### src/sv/edd_queue.sv
`timescale 1ns / 1ps
// ----------------------------------------------------------------------------
// Error diffusion dither queue
// Small register queue between the front and the back.
// ----------------------------------------------------------------------------
module edd_queue #(
  parameter int WIDTH = 8,
  parameter int ADDR_BITS = 1
) (
  input  logic             clk,
  input  logic             rst,
  input  logic             in_valid,
  output logic             in_ready,
  input  logic [WIDTH-1:0] in_data,
  output logic             out_valid,
  input  logic             out_ready,
  output logic [WIDTH-1:0] out_data
);

  localparam int DEPTH = 2 ** ADDR_BITS;

  logic [WIDTH-1:0]     entries [DEPTH];
  logic [ADDR_BITS-1:0] wr_ptr, rd_ptr;
  logic [ADDR_BITS:0]   count, count_next;
  logic                 do_push, do_pop;

  always_comb begin
    in_ready = (count != (ADDR_BITS + 1)'(DEPTH));
    out_valid = (count != '0);
    out_data = entries[rd_ptr];
    do_push = in_valid && in_ready;
    do_pop = out_valid && out_ready;
    count_next = count;
    if (do_push && !do_pop) begin
      count_next = count + 1'b1;
    end else if (do_pop && !do_push) begin
      count_next = count - 1'b1;
    end
  end

  always_ff @(posedge clk) begin
    if (rst) begin
      wr_ptr <= '0;
      rd_ptr <= '0;
      count <= '0;
    end else begin
      if (do_push) begin
        wr_ptr <= wr_ptr + 1'b1;
      end
      if (do_pop) begin
        rd_ptr <= rd_ptr + 1'b1;
      end
      count <= count_next;
    end
  end

  always_ff @(posedge clk) begin
    if (do_push) begin
      entries[wr_ptr] <= in_data;
    end
  end

endmodule

### config.mk
export PLATFORM = sky130hd
export DESIGN_NAME = edd_queue
export DESIGN_NICKNAME = d
export VERILOG_FILES = /design/src/sv/edd_queue.sv
export SDC_FILE = /design/constraint.sdc
export NUM_CORES = 1
export LEC_CHECK = 0
export ABC_AREA = 1
export BUFFER_PORTS_ARGS = -buffer_cell sky130_fd_sc_hd__buf_2
export CAP_MARGIN = 30
export CORE_MARGIN = 2
export CORE_UTILIZATION = 30
export CTS_BUF_LIST = sky130_fd_sc_hd__clkbuf_8
export CTS_CLUSTER_DIAMETER = 150
export CTS_CLUSTER_SIZE = 40
export DETAILED_ROUTE_END_ITERATION = 16
export SYNTH_ARGS = -nofsm -noshare
export SYNTH_HDL_FRONTEND = slang
export SYNTH_SLANG_ARGS = --single-unit
### constraint.sdc
create_clock -name clk -period 1.3 [get_ports clk]
set_input_delay 0.065 -clock clk [delete_from_list [all_inputs] [get_ports clk]]
set_output_delay 0.065 -clock clk [all_outputs]
set_load 0.03 [all_outputs]
# Word-level counts from Yosys, hierarchy flattened
# Memory sizes are Yosys's and may differ from the RTL's. A register that Yosys moved wholly into a read port is not among the register bits.
# Cells that the tools add are included.
# classes
reduce_logical	8
add_sub_neg	4
eq_ne	1
muxes	6
# op_table
operator	count
logical AND 1 bit	4
two-way mux 1 bit	4
two-way mux 2 bit	2
nonzero test 2 bit	2
adder 1 bit (second input constant)	2
adder 2 x 1 -> 2 bit (second input constant)	1
zero test 1 bit	2
!= test 2 bit (second input constant)	1
subtractor 2 x 1 -> 2 bit (second input constant)	1
# word_totals
word_cells	23
register_bits	4
out_inout_bits	10
ram_bits	16
inputBits	12
memories	1
# mem_list
memory	depth	width	rd	rd_clocked_by_memory_dff	wr	line	source
entries	2	8	1	1	1	22	logic [WIDTH-1:0] entries [DEPTH];

# Logic depth before layout (Yosys ltp)
# logic_depth
depth_word	6
mapped_depth	11
mapped_depth_nobuf	11

# Worst setup path after synthesis
# Ideal clock, no wire load.
# synth_path
path_kind	reg2reg
start	reg count[0]
end	reg count[1]
arrival_time_ns	1.341
setup_time_ns	0.064
required_time_ns	1.236
path_stages_with_launch	10
setup_slack_ns	-0.105
path_buffers	0
period_less_slack_ns	1.405
cell_sequence	dfxtp_1 -> inv_2 -> nand2_1 -> nand2_1 -> ha_1 -> inv_1 -> nand3_1 -> nand2_1 -> inv_1 -> nor2_1
# synth_between
elab_chain_cells	5
elab_cells_between_ends	13
cone_classes	add/sub: 2; eq/ne: 1; mux: 2; reduce/logical: 8
# synth_lines
element	line	source
from (decl)	24	logic [ADDR_BITS:0] count, count_next;
from (signal assigned)	53	count <= count_next;
nonzero test 2 bit *	29	out_valid = (count != '0);
net out_valid	15	output logic out_valid,
logical AND 1 bit *	32	do_pop = out_valid && out_ready;
zero test 1 bit	34	if (do_push && !do_pop) begin
logical AND 1 bit	34	
two-way mux 2 bit or nonzero test 2 bit (tied branches)	n/a	
# Mark *: on every way through the listed nets, which the timed path passes. The rest lies on a longest branch. The select of a mux whose other input is x is not followed.
# A chain may end at the register's enable or synchronous reset.

==> impl_metrics.env <==
export IMPL_finalNonFillerCells=129
export IMPL_maxSlewHeadroom_pct=89.2
export IMPL_clk_pin_slew_ps=70
export IMPL_ys_ff_latch=21
export IMPL_synth_area_leader_cell="edfxtp_1"
export IMPL_core_area_um2=2690
export IMPL_critPathTopFamily="flip-flops"
export IMPL_crit_path_end_kind="primary output"
export IMPL_slew_violations=0
export IMPL_synth_cells=62
export IMPL_fmaxAchievable_mhz=795
export IMPL_grt_pass1_wl_mm=2.41
export IMPL_required_ps=1240
export IMPL_arrival_ps=1190
export IMPL_dp_hpwl_mm=1.05
export IMPL_status="finished, final reports clean"
export IMPL_first_pass_iters=3
export IMPL_grt_start_max_net_pins=13
export IMPL_synth_edf_count=16
export IMPL_skew_ps=3.56
export IMPL_nets=112
export IMPL_p_total_mw=2.31
export IMPL_rsz0062_at_grt="yes"
export IMPL_placementRows=19
export IMPL_min_path_type="primary input to register"
export IMPL_htreeDepth=1
export IMPL_synth_area_um2=826
export IMPL_fin_crit_sh_pct=96.8
export IMPL_power_leakage_nw=0.480
export IMPL_grt_pass1_vias=562
export IMPL_ir_drop_v=0.00124
export IMPL_fp_dieW_um=56.5
export IMPL_crit_type="register to primary output"
export IMPL_cts_tree="built"
export IMPL_slowest_delay_ps=410
export IMPL_hold_viol=0
export IMPL_clock_sinks=21
export IMPL_synthArstFlopShare_pct=0
export IMPL_syn_nets=75
export IMPL_synth_cell_types=17
export IMPL_worst_pin_slew_ps=162
export IMPL_insertion_delay_ps=250
export IMPL_setup_viol=0
export IMPL_avgSynthCellArea_um2=13.3
export IMPL_start_util_pct=30.7
export IMPL_cts_root_buf="clkbuf_8"
export IMPL_grt_antenna_before_repair=0
export IMPL_vias=570
export IMPL_ios=22
export IMPL_crit_path_max_fanout=8
export IMPL_via_per_inst=4.42
export IMPL_wire_per_inst_um=11.5
export IMPL_clockBufferDepth=2
export IMPL_place_area_um2=987
export IMPL_drive_gt1_share_pct=52.0
export IMPL_critPathBufInv=1
export IMPL_place_congestion=0.621
export IMPL_synth_area_leaders="edfxtp_1 (58%), dfxtp_1 (12%), mux2_2 (11%), nand2_1 (3.2%), nor2_1 (3.2%)"
export IMPL_cp_slowest_cell="dfxtp_4"
export IMPL_maxCapViolCount=0
export IMPL_fin_area_um2=1160
export IMPL_pre_cts_ws_ps=-45.1
export IMPL_worst_slack_ps=42.0
export IMPL_power_density_nw_per_um2=1990
export IMPL_drt_initial_drc_count=3
export IMPL_io_buffers=21
export IMPL_startpoint_type="register"
export IMPL_overflow=0
export IMPL_crit_path_cell_trace="mux2_2 -> buf_4"
export IMPL_yosysTopAreaCellShare_pct=58.2
export IMPL_fp_dieArea_um2=3190
export IMPL_die_height_um=56.5
export IMPL_antennaDiodeCount=0
export IMPL_synth_main_ff_cell="edfxtp_1"
export IMPL_synth_seq_area_share_pct=70.3
export IMPL_drcViolationCount=0
export IMPL_cts_made_buffers=3
export IMPL_wl_mm=1.48
export IMPL_min_period_ps=1260
export IMPL_dp_cells=116
export IMPL_ant_nets=0
export IMPL_syn_to_final_growth_pct=40.6
export IMPL_grt_usage_pct=9.79
export IMPL_ys_warn_count=0
==> logic make-up (layout without fill, tap and decap cells) <==
kind of cell / Yosys count / after routing / synth area share, %
compound gates: 4 / 4 / 2.42
mux: 8 / 8 / 10.9
fa+ha+maj: 1 / 1 / 1.51
buf+inv: 9 / 45 / 4.39
flops: 21 / 21 / 70.3
simple gates: 19 / 19 / 10.5
==> power breakdown <==
group / internal (mW) / leakage (nW) / switching, mW
registers: 0.868 / 0.192 / 0.0707
logic: 0.404 / 0.263 / 0.557
clock network: 0.213 / 0.0255 / 0.194
total: 1.48 / 0.480 / 0.822
==> cell usage in the layout, fill, tap and decap left out <==
| cell | n |
|---|---|
| nand2_4 | 1 |
| o21ai_2 | 1 |
| clkinv_2 | 1 |
| nor2_1 | 7 |
| dfxtp_2 | 2 |
| dfxtp_1 | 2 |
| a21oi_1 | 1 |
| dlygate4sd3_1 | 6 |
| buf_4 | 12 |
| buf_2 | 15 |
| dfxtp_4 | 1 |
| ha_4 | 1 |
| o21ai_1 | 1 |
| nand2_1 | 6 |
| clkbuf_8 | 3 |
| nand4_1 | 1 |
| inv_1 | 5 |
| edfxtp_1 | 16 |
| nand2_2 | 2 |
| inv_2 | 2 |
| nand3_1 | 2 |
| mux2_2 | 8 |
| a21oi_2 | 1 |
| inv_4 | 1 |
==> repair_timing <==
item / in CTS / in global routing
gates cloned: 0 / 0
endpoints found under the setup margin: 10 / 8
hold endpoints to repair: 10 / 2
hold buffers: 5 / 1
pin swaps: 0 / 1
gates resized for setup: 5 / 18
setup buffers: 2 / 1
==> worst paths after layout <==
path	from	slack, ps	depth (start not counted)	endpoint
worst max-delay path	register	40	2	out_data[7]
worst min-delay path	in_data[6]	8	1	entries[1][6]
worst max register to register	count[0]	70	10	count[1]
worst min register to register	wr_ptr	500	2	wr_ptr
==> per-stage QoR <==
step / util [%] / hold slack, ps / TNS [ps]
after floorplan: - / 164 / -1850
after global placement: 36.7 / 255 / 0
after detailed placement: 36.7 / 260 / -62.4
after CTS: 41.1 / 0.181 / 0
after global routing: 43.2 / 5.13 / -11.3
final: 43.2 / 8.49 / 0
==> layout make-up <==
class / count / area, µm²
fill: 268 / 1530
inverter: 8 / 32.5
clock buffer: 3 / 41.3
clock inverter: 1 / 5.00
tap: 31 / 38.8
sequential: 21 / 587
multi-input combinational: 32 / 231
timing repair buffer: 33 / 225
==> metal layers <==
| metal | up-vias | share of wire (%) | track usage, % |
|---|---|---|---|
| li1 | 282 | - | - |
| met1 | 271 | 39 | 10.9 |
| met2 | 17 | 55 | 18.1 |
| met3 | 0 | 5.9 | 2.30 |
| met4 | 0 | 0 | 3.06 |
| met5 | - | 0 | 0 |
==> state kept, by name, summed over array words and instances, names as in the netlist, named ones only <==
name     flops
count        2
entries     16
rd_ptr       1
wr_ptr       1
==> cell usage after synthesis (2+ instances only) <==
library cell   n
inv_1          6
dfxtp_1        5
mux2_2         8
nand3_1        2
nand2_1        7
a21oi_1        2
edfxtp_1      16
nor2_1         7
Note: power is estimated with default switching activity, not from simulation.
