--- src/sv/edd_pkg.sv ---
`timescale 1ns / 1ps
// ----------------------------------------------------------------------------
// Error diffusion dither package
// Register map, configuration widths and reset values, and the flag group
// that travels with each request from the front to the back.
// ----------------------------------------------------------------------------
package edd_pkg;

  localparam int APB_ADDR_BITS = 5;
  localparam int APB_DATA_BITS = 32;

  localparam int IMAGE_WIDTH_BITS = 13;
  localparam int IMAGE_HEIGHT_BITS = 16;
  localparam int LEVEL_BITS = 8;
  localparam int THRESHOLD_BITS = 12;

  localparam logic [IMAGE_WIDTH_BITS-1:0] IMAGE_WIDTH_RESET = 13'd4096;
  localparam logic [IMAGE_HEIGHT_BITS-1:0] IMAGE_HEIGHT_RESET = 16'd1;
  localparam logic [LEVEL_BITS-1:0] LOW_LEVEL_RESET = 8'd0;
  localparam logic [LEVEL_BITS-1:0] HIGH_LEVEL_RESET = 8'd255;
  localparam logic [THRESHOLD_BITS-1:0] THRESHOLD_RESET = 12'd2040;

  typedef enum logic [2:0] {
    REG_IMAGE_WIDTH  = 3'd0,
    REG_IMAGE_HEIGHT = 3'd1,
    REG_LOW_LEVEL    = 3'd2,
    REG_HIGH_LEVEL   = 3'd3,
    REG_THRESHOLD    = 3'd4
  } edd_reg_t;

  typedef struct packed {
    logic first_row;
    logic last_col;
    logic frame_end;
  } edd_flags_t;

endpackage

--- src/sv/edd_front.sv ---
`timescale 1ns / 1ps
// ----------------------------------------------------------------------------
// Error diffusion dither front
// Accepts samples, tracks the raster position and tags each request with
// its column and its row and frame flags.
// ----------------------------------------------------------------------------
module edd_front import edd_pkg::*; #(
  parameter int MAX_WIDTH = 4096,
  parameter int SAMPLE_BITS = 8,
  localparam int COL_BITS = $clog2(MAX_WIDTH)
) (
  input  logic                         clk,
  input  logic                         rst,
  input  logic                         s_tvalid,
  output logic                         s_tready,
  input  logic [SAMPLE_BITS-1:0]       sample,
  input  logic [IMAGE_WIDTH_BITS-1:0]  image_width,
  input  logic [IMAGE_HEIGHT_BITS-1:0] image_height,
  output logic                         push,
  input  logic                         queue_ready,
  output edd_flags_t                   flags,
  output logic [COL_BITS-1:0]          col_out,
  output logic [SAMPLE_BITS-1:0]       sample_out
);

  logic [COL_BITS-1:0]          column_count, column_count_next;
  logic [IMAGE_HEIGHT_BITS-1:0] row_count, row_count_next;
  logic [31:0]                  width_eff, height_eff;
  logic                         last_row;

  always_comb begin
    width_eff = 32'(image_width);
    if (image_width == '0) begin
      width_eff = 32'd1;
    end else if (32'(image_width) > 32'(MAX_WIDTH)) begin
      width_eff = 32'(MAX_WIDTH);
    end
    height_eff = 32'(image_height);
    if (image_height == '0) begin
      height_eff = 32'd1;
    end

    flags.last_col = (32'(column_count) + 32'd1) >= width_eff;
    last_row = (32'(row_count) + 32'd1) >= height_eff;
    flags.first_row = (row_count == '0);
    flags.frame_end = flags.last_col && last_row;

    column_count_next = flags.last_col ? '0 : column_count + 1'b1;
    row_count_next = row_count;
    if (flags.last_col) begin
      row_count_next = last_row ? '0 : row_count + 1'b1;
    end

    s_tready = queue_ready;
    push = s_tvalid && queue_ready;
    col_out = column_count;
    sample_out = sample;
  end

  always_ff @(posedge clk) begin
    if (rst) begin
      column_count <= '0;
      row_count <= '0;
    end else if (push) begin
      column_count <= column_count_next;
      row_count <= row_count_next;
    end
  end

endmodule

--- config.mk ---
export PLATFORM = sky130hd
export DESIGN_NAME = edd_front
export DESIGN_NICKNAME = d
export VERILOG_FILES = /design/src/sv/edd_pkg.sv /design/src/sv/edd_front.sv
export SDC_FILE = /design/constraint.sdc
export NUM_CORES = 1
export LEC_CHECK = 0
export BUFFER_PORTS_ARGS = -buffer_cell sky130_fd_sc_hd__clkbuf_2
export CORE_MARGIN = 5
export CORE_UTILIZATION = 59
export CTS_CLUSTER_SIZE = 16
export DETAILED_ROUTE_END_ITERATION = 12
export PLACE_DENSITY = 0.89
export SKIP_CTS_REPAIR_TIMING = 1
export SYNTH_ARGS = -nofsm -noshare
export SYNTH_HDL_FRONTEND = slang
export SYNTH_SLANG_ARGS = --single-unit
--- constraint.sdc ---
create_clock -name clk -period 4.9 [get_ports clk]
set_input_delay 0.735 -clock clk [delete_from_list [all_inputs] [get_ports clk]]
set_output_delay 0.735 -clock clk [all_outputs]
set_load 0.02 [all_outputs]
### Word level (Yosys, flattened, before mapping)

Index checks and enable logic that the tools add are counted.

| word-level totals | value |
|---|---|
| bits of input ports | 41 |
| output and inout bits | 25 |
| word-level logic and storage cells | 20 |
| bits in registers | 28 |

| operators by class | value |
|---|---|
| add/subtract/negate cells | 4 |
| muxes and demuxes | 5 |
| $lt $le $gt $ge | 3 |
| reductions and logical operators | 6 |

Operator list:

| kind | number |
|---|---|
| greater-or-equal comparator 13 x 32 -> 1 bit | 1 |
| greater-or-equal comparator 17 x 32 -> 1 bit | 1 |
| logical NOT 16 bit | 2 |
| two-way mux 16 bit | 2 |
| two-way mux 13 bit | 2 |
| adder 16 x 1 -> 17 bit (second input constant) | 1 |
| adder 16 x 1 -> 16 bit (second input constant) | 1 |
| adder 12 x 1 -> 13 bit (second input constant) | 1 |
| > comparator 13 bit (second input constant) | 1 |
| logical NOT 13 bit | 1 |
| adder 12 x 1 -> 12 bit (second input constant) | 1 |
| two-way mux 12 bit | 1 |
| logical AND 1 bit | 2 |
| AND reduction 2 bit | 1 |

### Depth between registers and ports, before layout

| depth | value |
|---|---|
| depth in word-level cells | 5 |
| gate-level depth with buffers | 14 |
| mapped depth without buffers | 13 |

### Worst setup path before layout

No wires, ideal clock.

| path | value |
|---|---|
| kind | reg-to-output |
| start point | register row_count[0] |
| end point | output flags[0] in the netlist's numbering |
| cell stages (with the launch flop) | 13 |
| arrival | 3023 ps |
| required time | 4165 ps |
| path slack | 1142 ps |
| buffers on the path | 1 |
| path through | dfxtp_1 ha_1 nand3_1 nor2b_1 nand3_1 xnor2_1 ha_1 nand4_1 or3_4 a31oi_1 nor3b_4 buf_4 a21oi_1 |

RTL lines:

| element | line | RTL |
|---|---|---|
| from (decl) | edd_front.sv:27 | `logic [IMAGE_HEIGHT_BITS-1:0] row_count, row_count_next;` |
| from (signal assigned) | edd_front.sv:66 | `row_count <= row_count_next;` |
| to (decl) | edd_front.sv:21 | `output edd_flags_t flags,` |

==> qor.yml <==
met3_usage: 0.0243
fin_cells: 417
end_kind: "output pin"
overflow: 0
required_ps: 4160
cts-root-buf: "clkbuf_8"
avgRoutedWirePerCell_microns: 14.8
htree_levels: 1
pwr-share-clk: 0.287
vias: 2567
drt_iter0_markers: 153
yosysWarnings: 0
relSlewSlack: 0.526
vdd_drop_max_v: 0.000120
synth.cell_area_sq_um: 2680
drive_gt1_frac: 0.195
p_leak_nw: 1.29
die-area_sq_um: 5980
gp_congestion: 0.895
skew_ps: 1.96
rsz0062_at_grt: "false"
path_class: "flip-flop to output pin"
route.detailed.drc: 0
arrival_ps: 3720
tns_ps: 0
die_w_microns: 77.3
synth_edf_count: 0
cts_buffers: 3
path_max_fanout: 13
internal_power_mw: 0.356
placedCellCount: 413
io_pins: 66
fp-row-count: 24
viasPerCell: 6.16
combPwrFrac: 0.227
grt_pass1_vias: 2508
gr-max-usage-layer: "met2"
ys_ff_latch: 28
preCtsSetupSlack_ps: 777
use_met1: 0.279
cap_violations: 0
synthCells: 333
netlist-cell-type-count: 48
clock-sinks: 28
cts_max_path_buffers: 2
die_h_microns: 77.3
synth-main-ff-cell: "dfxtp_1"
yosysSeqAreaShare: 0.210
totalWireLength_microns: 6190
insertion_delay_ps: 270
grtUsageTotal: 0.211
swShare: 0.302
synthArstFlopShare: 0
worst_pin_slew_ps: 710
crit_path_start_kind: "flip-flop"
grt_max_degree: 41
dp_hpwl_microns: 4950
nets: 439
grt_antenna_before_repair: 0
core_sq_um: 4380
hold_path_class: "flip-flop to flip-flop"
clkTransAtPathRegs_ps: 100
cts_tree: "built"
p_seq_frac: 0.486
start_util: 0.610
finalHoldViolations: 0
power.switching_mw: 0.154
outcome: "complete, no violations"
firstDrtPassIters: 4
slew_viol_final: 0
io_buffers: 49
syn2layout_area_growth_pct: 9.12
synth_nets: 406
met2_usage: 0.341
max_freq_ghz: 0.224
hold_slack_ps: 535
period_share: 0.910
grt_pass1_wl_microns: 10800
final_antenna_net_count: 0
setup_viol: 0
n_antenna_cell: 0
fin_crit_ps: 4460
timing.final.ws_setup_ps: 442
avgSynthCellArea_sq_um: 8.03
power.density_nw_per_um2: 175
placed cells by master (no fill, tap or decap), types with 3 or more instances in the layout:
cell      netlist  layout
o21ai_0         9       9
a31oi_1         3       3
xor2_1          6       6
a211oi_1        3       3
inv_1          28      28
nor3_1          6       6
nand2b_1       13      13
and3_1          6       6
dfxtp_1        28      28
o211ai_2        3       3
and4_1          3       3
xnor2_1        17      17
ha_1           32      32
nand2_1        29      29
o221a_2         3       3
a22o_1          5       5
nand3_1        21      21
or3_1           6       6
a21o_1          3       3
o22ai_1         3       3
nor4_1         10      10
nor2_1         17      17
o32ai_1         5       5
clkbuf_2        1      49
a21oi_1        14      14
nor2b_1         4       4
clkbuf_8        0       4
nand4_1        11      11
synth_stat cells, drive strengths merged (7+ instances only):
master  number  share of area
a21oi       14          0.026
buf         14          0.038
clkbuf       9          0.013
dfxtp       28           0.21
ha          32           0.15
inv         28          0.039
nand2       29          0.041
nand2b      14          0.036
nand3       22          0.043
nand4       11          0.026
nor2        17          0.024
nor4        10          0.023
o21ai       10          0.019
or3          7          0.018
xnor2       17          0.056
per-layer routing:
| metal | share of wire | up-vias | wire length, microns |
|---|---|---|---|
| met5 | 0 | - | 0 |
| met2 | 0.45 | 116 | 2800 |
| met3 | 0.068 | 19 | 420 |
| met1 | 0.45 | 1163 | 2760 |
| met4 | 0.033 | 0 | 204 |
| li1 | - | 1269 | - |
registers in the layout, summed over array words and instances (netlist names):
register,cells
col_out,12
row_count,16
critical path, cell delays in order, from the launching register on:
cell and delay [ps]:
dfxtp_1 470, ha_1 290, nand3_1 200, nor2b_1 360, nand3_1 150, xnor2_1 190
ha_1 310, nand4_1 130, or3_4 430, a31oi_1 260, nor3b_4 80, buf_4 190
a21oi_1 200, clkbuf_2 200
per-stage QoR:
step           utilization  cell area [sq um]  power (mW)
6_report             0.666               2920       0.509
4_1_cts              0.666               2920       0.512
5_1_grt              0.666               2920       0.539
3_5_place_dp         0.653               2860       0.369
2_1_floorplan            -               2680       0.340
3_3_place_gp         0.653               2860       0.364
logic make-up after synthesis:
family,count (synthesis),share of synthesized area
AND/OR/NAND/NOR,138,0.286
AO/OA/AOI/OAI,61,0.189
buffers and inverters,51,0.0903
adder cells (fa/ha/maj),32,0.150
flip-flops,28,0.210
XOR/XNOR,23,0.0753
power groups by stage:
| stage | combinational (mW) | sequential [mW] | clock, mW |
|---|---|---|---|
| after detailed placement | 0.116 | 0.252 | 0 |
| after global placement | 0.112 | 0.252 | 0 |
| after global routing | 0.132 | 0.249 | 0.158 |
| after CTS | 0.117 | 0.247 | 0.148 |
| final | 0.116 | 0.248 | 0.146 |
| after floorplan | 0.0847 | 0.255 | 0 |
final timing paths:
path                             startpoint                        end  slack (ps)  cells past startpoint
setup / recovery  row_count[0]$_SDFFE_PP0P_                   flags[0]         440                     13
hold reg to reg   row_count[1]$_SDFFE_PP0P_  row_count[1]$_SDFFE_PP0P_         540                      2
hold / removal    row_count[1]$_SDFFE_PP0P_  row_count[1]$_SDFFE_PP0P_         540                      2
setup reg to reg  row_count[0]$_SDFFE_PP0P_  row_count[2]$_SDFFE_PP0P_        1160                     13
area by class of cell:
| type | count | area [sq um] |
|---|---|---|
| well taps | 52 | 65.1 |
| repair buffers | 51 | 260 |
| inverters | 28 | 105 |
| flip-flops and latches | 28 | 561 |
| clock buffers | 4 | 55.1 |
| multi-input cells | 254 | 1870 |
| fillers | 372 | 1470 |
Note: power is estimated with default switching activity, not from simulation.
